==> config.mk <==
export PLATFORM = sky130hd
export DESIGN_NAME = command_apdu_framer_core_flat
export DESIGN_NICKNAME = d
export VERILOG_FILES = /design/src/cafr_pkg.sv /design/src/cafr_if.sv /design/src/cafr_encode.sv /design/src/command_apdu_framer_core.sv /design/src/flat_wrapper.sv
export SDC_FILE = /design/constraint.sdc
export NUM_CORES = 1
export LEC_CHECK = 0
export BUFFER_PORTS_ARGS = -buffer_cell sky130_fd_sc_hd__buf_2
export CAP_MARGIN = 10
export CORE_UTILIZATION = 53
export DETAILED_ROUTE_END_ITERATION = 10
export MAX_ROUTING_LAYER = met4
export PLACE_DENSITY = 0.75
export SLEW_MARGIN = 15
export SYNTH_ARGS = -nofsm -noshare
export SYNTH_HDL_FRONTEND = slang
export SYNTH_HIERARCHICAL = 1
export SYNTH_SLANG_ARGS = --single-unit
==> constraint.sdc <==
create_clock -name clk -period 2.9 [get_ports clk]
set_input_delay 0.58 -clock clk [delete_from_list [all_inputs] [get_ports clk]]
set_output_delay 0.58 -clock clk [all_outputs]
set_load 0.02 [all_outputs]
==> src/cafr_pkg.sv <==
`timescale 1ns / 1ps
// ----------------------------------------------------------------------------
// cafr_pkg: shared types for the command APDU framer
// Status codes, frame state, and the burst of bytes one item produces.
// ----------------------------------------------------------------------------
package cafr_pkg;

	localparam int BURST_MAX = 7;
	localparam int CNT_W     = $clog2(BURST_MAX + 1);

	localparam logic       OP_HEADER = 1'b0;
	localparam logic       OP_DATA   = 1'b1;
	localparam logic [1:0] PROTO_T1  = 2'd1;

	typedef enum logic [2:0] {
		ST_OK           = 3'd0,
		ST_EXT_NEEDS_T1 = 3'd1,
		ST_NC_TOO_LARGE = 3'd2,
		ST_NE_TOO_LARGE = 3'd3,
		ST_UNEXPECTED   = 3'd4
	} status_t;

	typedef enum logic [1:0] {
		LE_NONE = 2'd0,
		LE_ONE  = 2'd1,
		LE_TWO  = 2'd2
	} le_mode_t;

	typedef struct packed {
		logic [15:0] data_left;
		logic [16:0] saved_resp_len;
		le_mode_t    le_mode;
		logic        in_frame;
	} frame_state_t;

	typedef struct packed {
		logic [7:0] value;
		logic       last;
	} beat_t;

	typedef struct packed {
		beat_t [BURST_MAX-1:0] beats;
		status_t               status;
		logic [CNT_W-1:0]      cnt;
	} burst_t;

endpackage

==> src/cafr_if.sv <==
`timescale 1ns / 1ps
// ----------------------------------------------------------------------------
// cafr_if: stream channels of the command APDU framer
// Command item channel and frame byte channel, valid/ready handshake.
// ----------------------------------------------------------------------------
interface cafr_cmd_if;
	logic        valid;
	logic        ready;
	logic        op;
	logic [7:0]  cla;
	logic [7:0]  ins;
	logic [7:0]  p1;
	logic [7:0]  p2;
	logic [15:0] data_len;
	logic [16:0] resp_len;
	logic        extended;
	logic [7:0]  data_byte;

	modport source (
		output valid, op, cla, ins, p1, p2, data_len, resp_len, extended, data_byte,
		input  ready
	);
	modport sink (
		input  valid, op, cla, ins, p1, p2, data_len, resp_len, extended, data_byte,
		output ready
	);
endinterface

interface cafr_frame_if;
	logic       valid;
	logic       ready;
	logic [7:0] out_byte;
	logic       last;
	logic [2:0] status;

	modport source (output valid, out_byte, last, status, input ready);
	modport sink   (input valid, out_byte, last, status, output ready);
endinterface

==> src/cafr_encode.sv <==
`timescale 1ns / 1ps
// ----------------------------------------------------------------------------
// cafr_encode: per-item APDU encoder
// Checks a header or data item against the frame state and builds the burst
// of frame bytes it causes, together with the next frame state.
// ----------------------------------------------------------------------------
module cafr_encode import cafr_pkg::*; (
	input  logic         op,
	input  logic [7:0]   cla,
	input  logic [7:0]   ins,
	input  logic [7:0]   p1,
	input  logic [7:0]   p2,
	input  logic [15:0]  data_len,
	input  logic [16:0]  resp_len,
	input  logic         extended,
	input  logic [7:0]   data_byte,
	input  logic [1:0]   link_protocol,
	input  frame_state_t state,
	output burst_t       burst,
	output frame_state_t state_nxt
);

	logic open_frame;
	logic nc_zero, ne_zero;
	logic nc_gt255, ne_gt256, ne_gt64k;
	logic short_lc;
	logic end_data;

	assign open_frame = state.in_frame && (state.data_left != 16'd0);
	assign nc_zero    = (data_len == 16'd0);
	assign ne_zero    = (resp_len == 17'd0);
	assign nc_gt255   = |data_len[15:8];
	assign ne_gt256   = resp_len[16] | (|resp_len[15:9]) | (resp_len[8] & (|resp_len[7:0]));
	assign ne_gt64k   = resp_len[16] & (|resp_len[15:0]);
	assign short_lc   = ne_zero ? !nc_gt255 : (!nc_gt255 && !ne_gt256);
	assign end_data   = (state.data_left == 16'd1);

	always_comb begin
		burst     = '0;
		state_nxt = state;
		if (op == OP_DATA) begin
			if (!open_frame) begin
				burst.status         = ST_UNEXPECTED;
				burst.beats[0].last  = 1'b1;
				burst.cnt            = CNT_W'(1);
			end else begin
				burst.status          = ST_OK;
				burst.beats[0].value  = data_byte;
				burst.beats[0].last   = end_data && (state.le_mode == LE_NONE);
				burst.cnt             = CNT_W'(1);
				state_nxt.data_left   = state.data_left - 16'd1;
				if (end_data) begin
					case (state.le_mode)
						LE_ONE: begin
							burst.beats[1] = '{value: state.saved_resp_len[7:0], last: 1'b1};
							burst.cnt      = CNT_W'(2);
						end
						LE_TWO: begin
							burst.beats[1] = '{value: state.saved_resp_len[15:8], last: 1'b0};
							burst.beats[2] = '{value: state.saved_resp_len[7:0], last: 1'b1};
							burst.cnt      = CNT_W'(3);
						end
						default: begin
						end
					endcase
					state_nxt = '0;
				end
			end
		end else if (state.in_frame) begin
			// header inside a frame: abandon the open frame
			state_nxt           = '0;
			burst.status        = ST_UNEXPECTED;
			burst.beats[0].last = 1'b1;
			burst.cnt           = CNT_W'(1);
		end else if (extended && (link_protocol != PROTO_T1)) begin
			burst.status        = ST_EXT_NEEDS_T1;
			burst.beats[0].last = 1'b1;
			burst.cnt           = CNT_W'(1);
		end else if (!extended && nc_gt255) begin
			burst.status        = ST_NC_TOO_LARGE;
			burst.beats[0].last = 1'b1;
			burst.cnt           = CNT_W'(1);
		end else if (extended ? ne_gt64k : ne_gt256) begin
			burst.status        = ST_NE_TOO_LARGE;
			burst.beats[0].last = 1'b1;
			burst.cnt           = CNT_W'(1);
		end else begin
			burst.status   = ST_OK;
			burst.beats[0] = '{value: cla, last: 1'b0};
			burst.beats[1] = '{value: ins, last: 1'b0};
			burst.beats[2] = '{value: p1,  last: 1'b0};
			burst.beats[3] = '{value: p2,  last: 1'b0};
			if (nc_zero) begin
				if (ne_zero) begin
					burst.beats[3].last = 1'b1;
					burst.cnt           = CNT_W'(4);
				end else if (!ne_gt256) begin
					burst.beats[4] = '{value: resp_len[7:0], last: 1'b1};
					burst.cnt      = CNT_W'(5);
				end else begin
					burst.beats[4] = '{value: 8'h00, last: 1'b0};
					burst.beats[5] = '{value: resp_len[15:8], last: 1'b0};
					burst.beats[6] = '{value: resp_len[7:0], last: 1'b1};
					burst.cnt      = CNT_W'(7);
				end
			end else begin
				if (short_lc) begin
					burst.beats[4]    = '{value: data_len[7:0], last: 1'b0};
					burst.cnt         = CNT_W'(5);
					state_nxt.le_mode = ne_zero ? LE_NONE : LE_ONE;
				end else begin
					burst.beats[4]    = '{value: 8'h00, last: 1'b0};
					burst.beats[5]    = '{value: data_len[15:8], last: 1'b0};
					burst.beats[6]    = '{value: data_len[7:0], last: 1'b0};
					burst.cnt         = CNT_W'(7);
					state_nxt.le_mode = ne_zero ? LE_NONE : LE_TWO;
				end
				state_nxt.data_left      = data_len;
				state_nxt.saved_resp_len = resp_len;
				state_nxt.in_frame       = 1'b1;
			end
		end
	end

endmodule

==> src/command_apdu_framer_core.sv <==
`timescale 1ns / 1ps
// ----------------------------------------------------------------------------
// command_apdu_framer_core: ISO 7816-4 command APDU byte framer
//
// Items arrive on cmd: a header item (op 0) opens a frame, data items (op 1)
// carry one command byte each. Frame bytes leave on frame, one per beat,
// with last on the final byte of a frame and on every error beat; an error
// beat carries a nonzero status and byte 00.
// cfg_wr_en/cfg_wr_data set the link protocol; write it only while idle.
//
// Each accepted item is encoded combinationally and loaded into a burst
// register that holds up to seven bytes; its first byte is valid the cycle
// after the accept. A header yields 1 to 7 bytes, a data item 1 to 3, so a
// data stream runs at one byte per cycle while frame.ready is high, and
// header bursts hold off intake for their length. The next item is taken
// in the cycle the burst's final byte leaves, so back-to-back items see no
// bubble. When frame.ready is low the current byte holds and intake stops
// while the burst register holds any byte. Reset empties the burst register,
// closes any open frame and sets the link protocol to T0.
// ----------------------------------------------------------------------------
module command_apdu_framer_core import cafr_pkg::*; (
	input  logic           clk,
	input  logic           arst_n,
	cafr_cmd_if.sink       cmd,
	cafr_frame_if.source   frame,
	input  logic           cfg_wr_en,
	input  logic [1:0]     cfg_wr_data
);

	logic [1:0]            link_protocol_q;
	frame_state_t          state_q;
	frame_state_t          state_nxt;
	burst_t                burst;
	beat_t [BURST_MAX-1:0] beats_q;
	status_t               status_q;
	logic [CNT_W-1:0]      cnt_q;
	logic                  in_fire;
	logic                  out_fire;

	cafr_encode u_encode (
		.op            (cmd.op),
		.cla           (cmd.cla),
		.ins           (cmd.ins),
		.p1            (cmd.p1),
		.p2            (cmd.p2),
		.data_len      (cmd.data_len),
		.resp_len      (cmd.resp_len),
		.extended      (cmd.extended),
		.data_byte     (cmd.data_byte),
		.link_protocol (link_protocol_q),
		.state         (state_q),
		.burst         (burst),
		.state_nxt     (state_nxt)
	);

	assign out_fire  = frame.valid && frame.ready;
	assign cmd.ready = (cnt_q == '0) || ((cnt_q == CNT_W'(1)) && frame.ready);
	assign in_fire   = cmd.valid && cmd.ready;

	assign frame.valid    = (cnt_q != '0);
	assign frame.out_byte = beats_q[0].value;
	assign frame.last     = beats_q[0].last;
	assign frame.status   = status_q;

	always_ff @(posedge clk or negedge arst_n) begin
		if (!arst_n) begin
			link_protocol_q <= 2'd0;
			state_q         <= '0;
			cnt_q           <= '0;
		end else begin
			if (cfg_wr_en) begin
				link_protocol_q <= cfg_wr_data;
			end
			if (in_fire) begin
				state_q <= state_nxt;
				cnt_q   <= burst.cnt;
			end else if (out_fire) begin
				cnt_q <= cnt_q - CNT_W'(1);
			end
		end
	end

	// burst payload: load on accept, advance one byte per output beat
	always_ff @(posedge clk) begin
		if (in_fire) begin
			beats_q  <= burst.beats;
			status_q <= burst.status;
		end else if (out_fire) begin
			beats_q <= beats_q >> $bits(beat_t);
		end
	end

endmodule

==> src/flat_wrapper.sv <==
// flat-port wrapper written by rule: the top's interface ports become plain ports
module command_apdu_framer_core_flat import cafr_pkg::*;
  (clk, arst_n, cfg_wr_en, cfg_wr_data, cmd_valid, cmd_op, cmd_cla, cmd_ins, cmd_p1, cmd_p2, cmd_data_len, cmd_resp_len, cmd_extended, cmd_data_byte, cmd_ready, frame_valid, frame_out_byte, frame_last, frame_status, frame_ready);
  cafr_cmd_if cmd_i ();
  cafr_frame_if frame_i ();
  input  logic clk;
  input  logic arst_n;
  input  logic cfg_wr_en;
  input  logic [1:0] cfg_wr_data;
  input wire logic [$bits(cmd_i.valid)-1:0] cmd_valid;
  input wire logic [$bits(cmd_i.op)-1:0] cmd_op;
  input wire logic [$bits(cmd_i.cla)-1:0] cmd_cla;
  input wire logic [$bits(cmd_i.ins)-1:0] cmd_ins;
  input wire logic [$bits(cmd_i.p1)-1:0] cmd_p1;
  input wire logic [$bits(cmd_i.p2)-1:0] cmd_p2;
  input wire logic [$bits(cmd_i.data_len)-1:0] cmd_data_len;
  input wire logic [$bits(cmd_i.resp_len)-1:0] cmd_resp_len;
  input wire logic [$bits(cmd_i.extended)-1:0] cmd_extended;
  input wire logic [$bits(cmd_i.data_byte)-1:0] cmd_data_byte;
  output wire logic [$bits(cmd_i.ready)-1:0] cmd_ready;
  output wire logic [$bits(frame_i.valid)-1:0] frame_valid;
  output wire logic [$bits(frame_i.out_byte)-1:0] frame_out_byte;
  output wire logic [$bits(frame_i.last)-1:0] frame_last;
  output wire logic [$bits(frame_i.status)-1:0] frame_status;
  input wire logic [$bits(frame_i.ready)-1:0] frame_ready;
  assign cmd_i.valid = cmd_valid;
  assign cmd_i.op = cmd_op;
  assign cmd_i.cla = cmd_cla;
  assign cmd_i.ins = cmd_ins;
  assign cmd_i.p1 = cmd_p1;
  assign cmd_i.p2 = cmd_p2;
  assign cmd_i.data_len = cmd_data_len;
  assign cmd_i.resp_len = cmd_resp_len;
  assign cmd_i.extended = cmd_extended;
  assign cmd_i.data_byte = cmd_data_byte;
  assign cmd_ready = cmd_i.ready;
  assign frame_valid = frame_i.valid;
  assign frame_out_byte = frame_i.out_byte;
  assign frame_last = frame_i.last;
  assign frame_status = frame_i.status;
  assign frame_i.ready = frame_ready;
  command_apdu_framer_core u_core (.clk(clk), .arst_n(arst_n), .cmd(cmd_i), .frame(frame_i), .cfg_wr_en(cfg_wr_en), .cfg_wr_data(cfg_wr_data));
endmodule
==> results of run 1 <==
## cells in the final DEF, fill, tap and decap left out, types with 18 or more instances in the layout
cell	instances
buf_2	95
mux2_2	82
edfxtp_1	66
a22o_1	48
dfrtp_1	40
buf_4	30
nand2_1	29
nor2_1	25
and2_1	22
o21ai_0	18
## registers in the layout, indices dropped and copies added, names as in the netlist
register / flops
u_core/frame.last: 1
u_core/cnt_q: 3
u_core/frame.out_byte: 8
u_core/beats_q: 54
u_core/link_protocol_q: 2
u_core/frame.status: 3
u_core/state_q: 35
## critical path, cell delays in order (launching register included)
cell     delay, ns
dfrtp_1       0.42
or4_1         0.77
or4_4         0.61
nand4_2       0.15
or4_1         0.13
o21ai_1       0.06
a221o_1       0.25
mux2_2        0.25
## routing by layer
metal / share of wire / GRT usage / vias up
li1: - / - / 2355
met1: 0.43 / 0.370 / 2524
met2: 0.46 / 0.421 / 263
met3: 0.079 / 0.0445 / 46
met4: 0.032 / 0.136 / 0
met5: 0 / - / -
## per-stage QoR
stage / util / hold WS, ns
final: 0.629 / 0.383
after global routing: 0.629 / 0.454
after CTS: 0.629 / 0.406
after detailed placement: 0.600 / 0.520
after global placement: 0.600 / 0.514
after floorplan: - / 0.284
## area by class of cell
cell class              count  area (um^2)
flip-flops and latches    106         2980
multi-input cells         393         3190
inverters                  12         45.0
clock buffers              10          229
fillers                   938         4460
clock inverters             6          119
well taps                 147          184
repair buffers            130          801
## worst paths after layout
path                                           start                         to  slack (ns)  cells after the start
setup reg to reg                  u_core/state_q[32]         u_core/state_q[30]        0.13                      7
setup / recovery                  u_core/state_q[32]         u_core/state_q[30]        0.13                      7
hold / removal                                arst_n         u_core/state_q[34]        0.38                      1
min in group clk                      cfg_wr_data[1]  u_core/link_protocol_q[1]        0.46                      2
hold reg to reg            u_core/link_protocol_q[1]  u_core/link_protocol_q[1]        0.54                      1
max in group asynchronous                     arst_n          u_core/state_q[6]        1.86                      1
## power breakdown
group	internal [mW]	leakage (nW)	switching (mW)
sequential	2.41	1.17	0.403
combinational	1.23	1.68	1.31
clock	0.858	0.170	0.598
total	4.49	3.03	2.32
==> impl_results.md, run 1 <==
- Hold Buf Count CTS: 0
- CTS tree: yes
- Status: complete, no violations
- CP startpoint kind: flip-flop
- H-Tree Depth: 3
- Mapped Area: 0.00651 mm^2
- Residual DRC count: 0
- Power Total: 6.80 mW
- Design area: 0.00755 mm^2
- Fmax: 361 MHz
- Max clock buf depth: 2
- First-pass GRT wire length: 26.3 mm
- Setup Fix Bufs, Post-CTS: 0
- Die X-Extent: 113 um
- I/O pin cnt: 96
- Largest net degree at the start of global routing: 66
- Starting Density: 0.542
- Worst slack, placed: 0.0397 ns
- Max Cap Viol: 0
- Clk sinks: 106
- Worst-path clk slew: 0.08 ns
- Nets: 743
- Final WS setup: 0.131 ns
- Final setup TNS: 0 ns
- Hold Vio Cnt, Final: 0
- Post-DRT Antenna Nets: 0
- Setup violators final: 0
- RSZ-0062 raised after global routing: no
- Final Non-Filler Cells: 804
- CP Data Required Time: 3.14 ns
- Die area: 0.0127 mm^2
- Synthesized area per cell: 11.8 um^2
- Share of the clock period used by the worst path after layout: 0.955
- DP Area: 0.00721 mm^2
- DR vias/cell: 6.45
- Total CTS buffers: 9
- Slew at the pin closest to its max-slew limit: 1.02 ns
- Vias: 5,188
- Post-Syn Nets: 644
- Fraction of layout cells with a size suffix above 1: 0.393
- Core area: 0.0120 mm^2
- Kind of critical path: reg -> reg
- Port Buffers: 95
- Synth warn: 6
- Post-CTS Resized: 0
- DRT Wirelength: 16.9 mm
- Placed cells: 788
- N_diodes: 0
- Leakage: 3.03 nW
- CP Max Fanout: 9
- Worst skew pair latency: 0.36 ns
- Cell Pwr Density: 901 mW/mm^2
- GPL Wtd Cong: 0.981
- Cell Rows: 40
- Hold crit path type: in -> async
- Post-synthesis instance total: 553
- Slew Limit Fails: 0
- Vias in the first global route: 5,000
- Gr ovfl total: 0
- Die Y: 113 um
- CTS root buffer: clkbuf_16
- Worst IR Drop VDD: 383 uV
- Worst Path Arrival: 3.01 ns
- Area Overhead vs Synth: 16.1%
- Global Route Usage Sum: 0.280
- Initial antenna violation count: 0
- Dpl hpwl: 11.8 mm
- DR iter-0 viols: 449
- Final min period: 2.77 ns
- First-pass DRT Iterations: 5
- Setup crit end kind: flip-flop
- Post-Route Skew: 0.0140 ns
- Relative slew slack: 0.322
- DR WL/cell: 21.0 um
Note: power is estimated with default switching activity, not from simulation.
==> inputs of run 2 (changes only) <==
--- a/config.mk
+++ b/config.mk
@@ -8,9 +8,11 @@
 export BUFFER_PORTS_ARGS = -buffer_cell sky130_fd_sc_hd__buf_2
 export CAP_MARGIN = 10
 export CORE_UTILIZATION = 53
+export CTS_CLUSTER_DIAMETER = 200
 export DETAILED_ROUTE_END_ITERATION = 10
 export MAX_ROUTING_LAYER = met4
 export PLACE_DENSITY = 0.75
+export REMOVE_ABC_BUFFERS = 1
 export SLEW_MARGIN = 15
 export SYNTH_ARGS = -nofsm -noshare
 export SYNTH_HDL_FRONTEND = slang
==> run 2 against run 1 <==
Net effect:
- via count decreased by 1.8%
- fmax shrank 0.30%
- cell count is 0.62% lower
- utilization is 0.50 points lower
- sequential share of layout area up 0.32 points
- register-to-register slack hardly changed
- hold slack better by 0.0067 ns
- sequential power barely moved
- total power is 3.2% lower
- setup slack got worse by 0.0082 ns
- clock power shrank 16%
- non-clock buffer count down 5
- highest routed layer unchanged
==> impl_results.md, run 2 (synthesized netlist as in run 1, its figures left out) <==
- Status: complete, no violations
- Area Overhead vs Synth: 15.2%
- Largest net degree at the start of global routing: 54
- Setup violators final: 0
- Vias in the first global route: 4,968
- Fmax: 360 MHz
- Fill count: 985
- Max Cap Viol: 0
- Multi-input gate area: 0.00320 mm^2
- Commonest non-fill, non-tap cell in the layout: buf_2
- Clk sinks: 106
- CTS root buffer: clkbuf_16
- Final min period: 2.78 ns
- Gr ovfl total: 0
- I/O pin cnt: 96
- Die X-Extent: 113 um
- Slew at the pin closest to its max-slew limit: 1.12 ns
- Setup Fix Bufs, Post-CTS: 0
- Slowest-stage cell, CP: nor2_1
- GPL Wtd Cong: 0.998
- First-pass DRT Iterations: 5
- DR WL/cell: 20.3 um
- Largest Register: u_core/beats_q
- Relative slew slack: 0.251
- Final WS setup: 0.123 ns
- DP Area: 0.00719 mm^2
- Dpl hpwl: 11.4 mm
- Hold WS: 0.390 ns
- CP startpoint kind: flip-flop
- Worst IR Drop VDD: 415 uV
- Ordered list of cells on the worst path: inv_1, ha_1, nand2b_1, nor3_2, nor2_1, a21oi_1, mux2_2
- Max reg flops: 54
- CP Depth: 7
- Critical path's top delay family: simple AND/OR/NAND/NOR gates
- Worst slack, placed: 0.108 ns
- Crit-path max cell delay: 0.86 ns
- Post-CTS Resized: 0
- CTS tree: yes
- Cell Rows: 40
- RSZ-0062 raised after global routing: no
- Cell Pwr Density: 879 mW/mm^2
- Slew Limit Fails: 0
- Initial antenna violation count: 0
- Total CTS buffers: 9
- Kind of critical path: reg -> reg
- Post-Route Skew: 0.00895 ns
- Design area: 0.00749 mm^2
- CP Max Fanout: 10
- Starting Density: 0.542
- Worst skew pair latency: 0.36 ns
- Global Route Usage Sum: 0.271
- Most frequent cells in the layout: 95 x buf_2, 82 x mux2_2, 66 x edfxtp_1
- DRT Wirelength: 16.2 mm
- Die Y: 113 um
- Worst Path Arrival: 2.88 ns
- Core area: 0.0120 mm^2
- Fraction of layout cells with a size suffix above 1: 0.388
- Share of the clock period used by the worst path after layout: 0.958
- Vias: 5,094
- Max clock buf depth: 2
- Port Buffers: 95
- Hold Buf Count CTS: 0
- DR vias/cell: 6.38
- H-Tree Depth: 3
- Hold crit path type: in -> async
- Reg area: 0.00298 mm^2
- Setup crit end kind: flip-flop
- Post-DRT Antenna Nets: 0
- Leakage: 2.99 nW
- Worst-path clk slew: 0.07 ns
- Die area: 0.0127 mm^2
- First-pass GRT wire length: 25.5 mm
- Worst Reg-to-Reg Cells: 7
- Crit path buffers/inverters: 1
- N_diodes: 0
- Nets: 738
- Final setup TNS: 0 ns
- Residual DRC count: 0
- Hold Vio Cnt, Final: 0
- CP Data Required Time: 3.01 ns
- DR iter-0 viols: 440
[run 2: cell count changes in the layout (fill, tap and decap cells not counted), sizes merged]
cell / change
buf: -5
bufinv: -2
clkbuf: +1
clkinv: +2
inv: -1
[run 2: metrics by stage]
step / instances / power (mW) / utilization
after floorplan: 511 / 4.56 / -
after global placement: 783 / 5.20 / 0.599
after detailed placement: 783 / 5.34 / 0.599
after CTS: 799 / 6.60 / 0.623
after global routing: 799 / 6.93 / 0.624
final: 799 / 6.59 / 0.624
[run 2: final timing paths]
check | to | startpoint | slack [ns]
setup / recovery | u_core/frame.last | u_core/state_q[20] | 0.12
hold reg to reg | u_core/link_protocol_q[1] | u_core/link_protocol_q[1] | 0.53
max in group asynchronous | u_core/link_protocol_q[1] | arst_n | 1.89
setup reg to reg | u_core/frame.last | u_core/state_q[20] | 0.12
hold / removal | u_core/state_q[25] | arst_n | 0.39
min in group clk | u_core/link_protocol_q[0] | cfg_wr_data[0] | 0.46
[run 2: final cells by class]
type                            instances  area share
Clock inverter                          5     0.00818
Inverter                               12     0.00601
Tap cell                              147      0.0245
Clock buffer                           11      0.0311
Sequential cell                       106       0.398
Multi-Input combinational cell        393       0.427
Timing Repair Buffer                  125       0.105
[run 2: per-layer routing]
| layer | vias up | global-route usage | routed length [um] |
|---|---|---|---|
| met3 | 39 | 0.0407 | 947 |
| met5 | - | - | 0 |
| met4 | 0 | 0.120 | 444 |
| met2 | 186 | 0.435 | 7850 |
| li1 | 2343 | - | - |
| met1 | 2526 | 0.342 | 6950 |
[run 2: power by group]
part / total (mW) / internal (mW) / switching [mW]
clock network: 1.23 / 0.677 / 0.555
registers: 2.79 / 2.40 / 0.384
logic: 2.57 / 1.26 / 1.31
total: 6.59 / 4.34 / 2.25
==> inputs of run 3 (changes only) <==
--- a/config.mk
+++ b/config.mk
@@ -8,6 +8,7 @@
 export BUFFER_PORTS_ARGS = -buffer_cell sky130_fd_sc_hd__buf_2
 export CAP_MARGIN = 10
 export CORE_UTILIZATION = 53
+export CTS_BUF_LIST = sky130_fd_sc_hd__clkbuf_4 sky130_fd_sc_hd__clkbuf_8 sky130_fd_sc_hd__clkbuf_16
 export CTS_CLUSTER_DIAMETER = 200
 export DETAILED_ROUTE_END_ITERATION = 10
 export MAX_ROUTING_LAYER = met4
==> run 3 against run 2 <==
Net effect:
- count of clock-buffer cells in the layout is the same
- critical path type unchanged
- highest routed layer unchanged
- via count is essentially flat
- clock power is essentially flat
- utilization grew 0.062 points
- cell area grew 0.10%
- largest power group unchanged
- total power grew 0.14%
- sequential power is essentially flat
==> impl_results.md, run 3 (synthesized netlist as in run 1, its figures left out) <==
- Starting Density: 0.542
- DR vias/cell: 6.37
- Vias in the first global route: 4,966
- Area Overhead vs Synth: 15.3%
- Kind of critical path: reg -> reg
- RSZ-0062 raised after global routing: no
- Slew at the pin closest to its max-slew limit: 1.08 ns
- Fmax: 367 MHz
- Hold Vio Cnt, Final: 0
- Power Total: 6.60 mW
- Global Route Usage Sum: 0.271
- R2R Path End: u_core/frame.last
- Reg area: 0.00298 mm^2
- CP Data Required Time: 3.01 ns
- Leakage: 3.00 nW
- Hold crit path type: in -> async
- DRT Wirelength: 16.1 mm
- Setup crit start: u_core/state_q[20]
- Largest Register: u_core/beats_q
- Design area: 0.00750 mm^2
- Max reg flops: 54
- Largest net degree at the start of global routing: 54
- M3 GR Usage: 0.0391
- Dpl hpwl: 11.4 mm
- Vias: 5,092
- Ordered list of cells on the worst path: inv_1, ha_1, nand2b_1, nor3_2, nor2_1, a21oi_1, mux2_2
- Most frequent cells in the layout: 95 x buf_2, 82 x mux2_2, 66 x edfxtp_1
- Setup violators final: 0
- Worst-path clk slew: 0.07 ns
- Worst skew pair latency: 0.36 ns
- Worst Reg-to-Reg Cells: 7
- CTS tree: yes
- Fraction of layout cells with a size suffix above 1: 0.391
- Flop-to-flop setup slack: 0.17 ns
- Residual DRC count: 0
- Post-DRT Antenna Nets: 0
- DR iter-0 viols: 477
- First-pass GRT wire length: 25.5 mm
- CP Depth: 7
- Initial antenna violation count: 0
- Critical path's top delay family: simple AND/OR/NAND/NOR gates
- Nets: 738
- Post-CTS Resized: 0
- Cell Pwr Density: 879 mW/mm^2
- Final min period: 2.73 ns
- Max Cap Viol: 0
- DR WL/cell: 20.2 um
- N_diodes: 0
- CTS root buffer: clkbuf_16
- Post-Route Skew: 0.0103 ns
- Max clock buf depth: 2
- Core area: 0.0120 mm^2
- GPL Wtd Cong: 0.998
- Total CTS buffers: 9
- Commonest non-fill, non-tap cell in the layout: buf_2
- Crit path buffers/inverters: 1
- Worst Path Arrival: 2.83 ns
- Critical path endpoint: u_core/frame.last
- Die X-Extent: 113 um
- Relative slew slack: 0.279
- Gr ovfl total: 0
- I/O pin cnt: 96
- Busiest grt layer: met2
- Hold Buf Count CTS: 0
- Status: complete, no violations
- Slowest-stage cell, CP: nor2_1
- GRT met1 Usage: 0.342
- CP Max Fanout: 10
- Die area: 0.0127 mm^2
- Clk sinks: 106
- Setup crit end kind: flip-flop
- Crit-path max cell delay: 0.83 ns
- First-pass DRT Iterations: 6
- R2r startpoint: u_core/state_q[20]
- Worst IR Drop VDD: 415 uV
- Multi-input gate area: 0.00320 mm^2
- Fill count: 983
- CP startpoint kind: flip-flop
- Port Buffers: 95
- Die Y: 113 um
- DP Area: 0.00719 mm^2
- Slew Limit Fails: 0
- H-Tree Depth: 3
- Setup Fix Bufs, Post-CTS: 0
- Routing usage on met2: 0.435
- Cell Rows: 40
- Share of the clock period used by the worst path after layout: 0.940
-- run 3: metrics by stage --
stage               setup slack, ns  TNS, ns  cells   util  hold slack, ns
CTS                           0.189        0    799  0.624           0.416
floorplan                    -0.771   -28.81    511      -           0.284
global route                 0.0430        0    799  0.624           0.475
detailed placement            0.108        0    783  0.599           0.515
finish                        0.173        0    799  0.624           0.391
global placement              0.148        0    783  0.599           0.505
-- run 3: area by class of cell --
type,count,area share
Tap cell,147,0.0245
Timing Repair Buffer,125,0.105
Inverter,12,0.00601
Sequential cell,106,0.398
Clock buffer,11,0.0320
Clock inverter,5,0.00817
Multi-Input combinational cell,393,0.427
-- run 3: how the worst min path moves through the flow --
stage / from / endpoint / slack, ns
CTS: arst_n / u_core/state_q[26] / 0.42
global route: arst_n / u_core/state_q[25] / 0.48
detailed placement: u_core/link_protocol_q[0] / u_core/link_protocol_q[0] / 0.52
floorplan: arst_n / u_core/cnt_q[0] / 0.28
global placement: u_core/link_protocol_q[1] / u_core/link_protocol_q[1] / 0.51
finish: arst_n / u_core/state_q[25] / 0.39
-- run 3: where the power goes --
| part | switching [mW] | internal [mW] | total, mW |
|---|---|---|---|
| logic | 1.30 | 1.26 | 2.56 |
| clock network | 0.556 | 0.696 | 1.25 |
| registers | 0.380 | 2.40 | 2.78 |
-- run 3: metal layers --
metal	part of all wire	wire length [um]	vias up
li1	-	-	2347
met1	0.43	6930	2519
met2	0.49	7870	190
met3	0.057	923	36
met4	0.025	402	0
met5	0	0	-
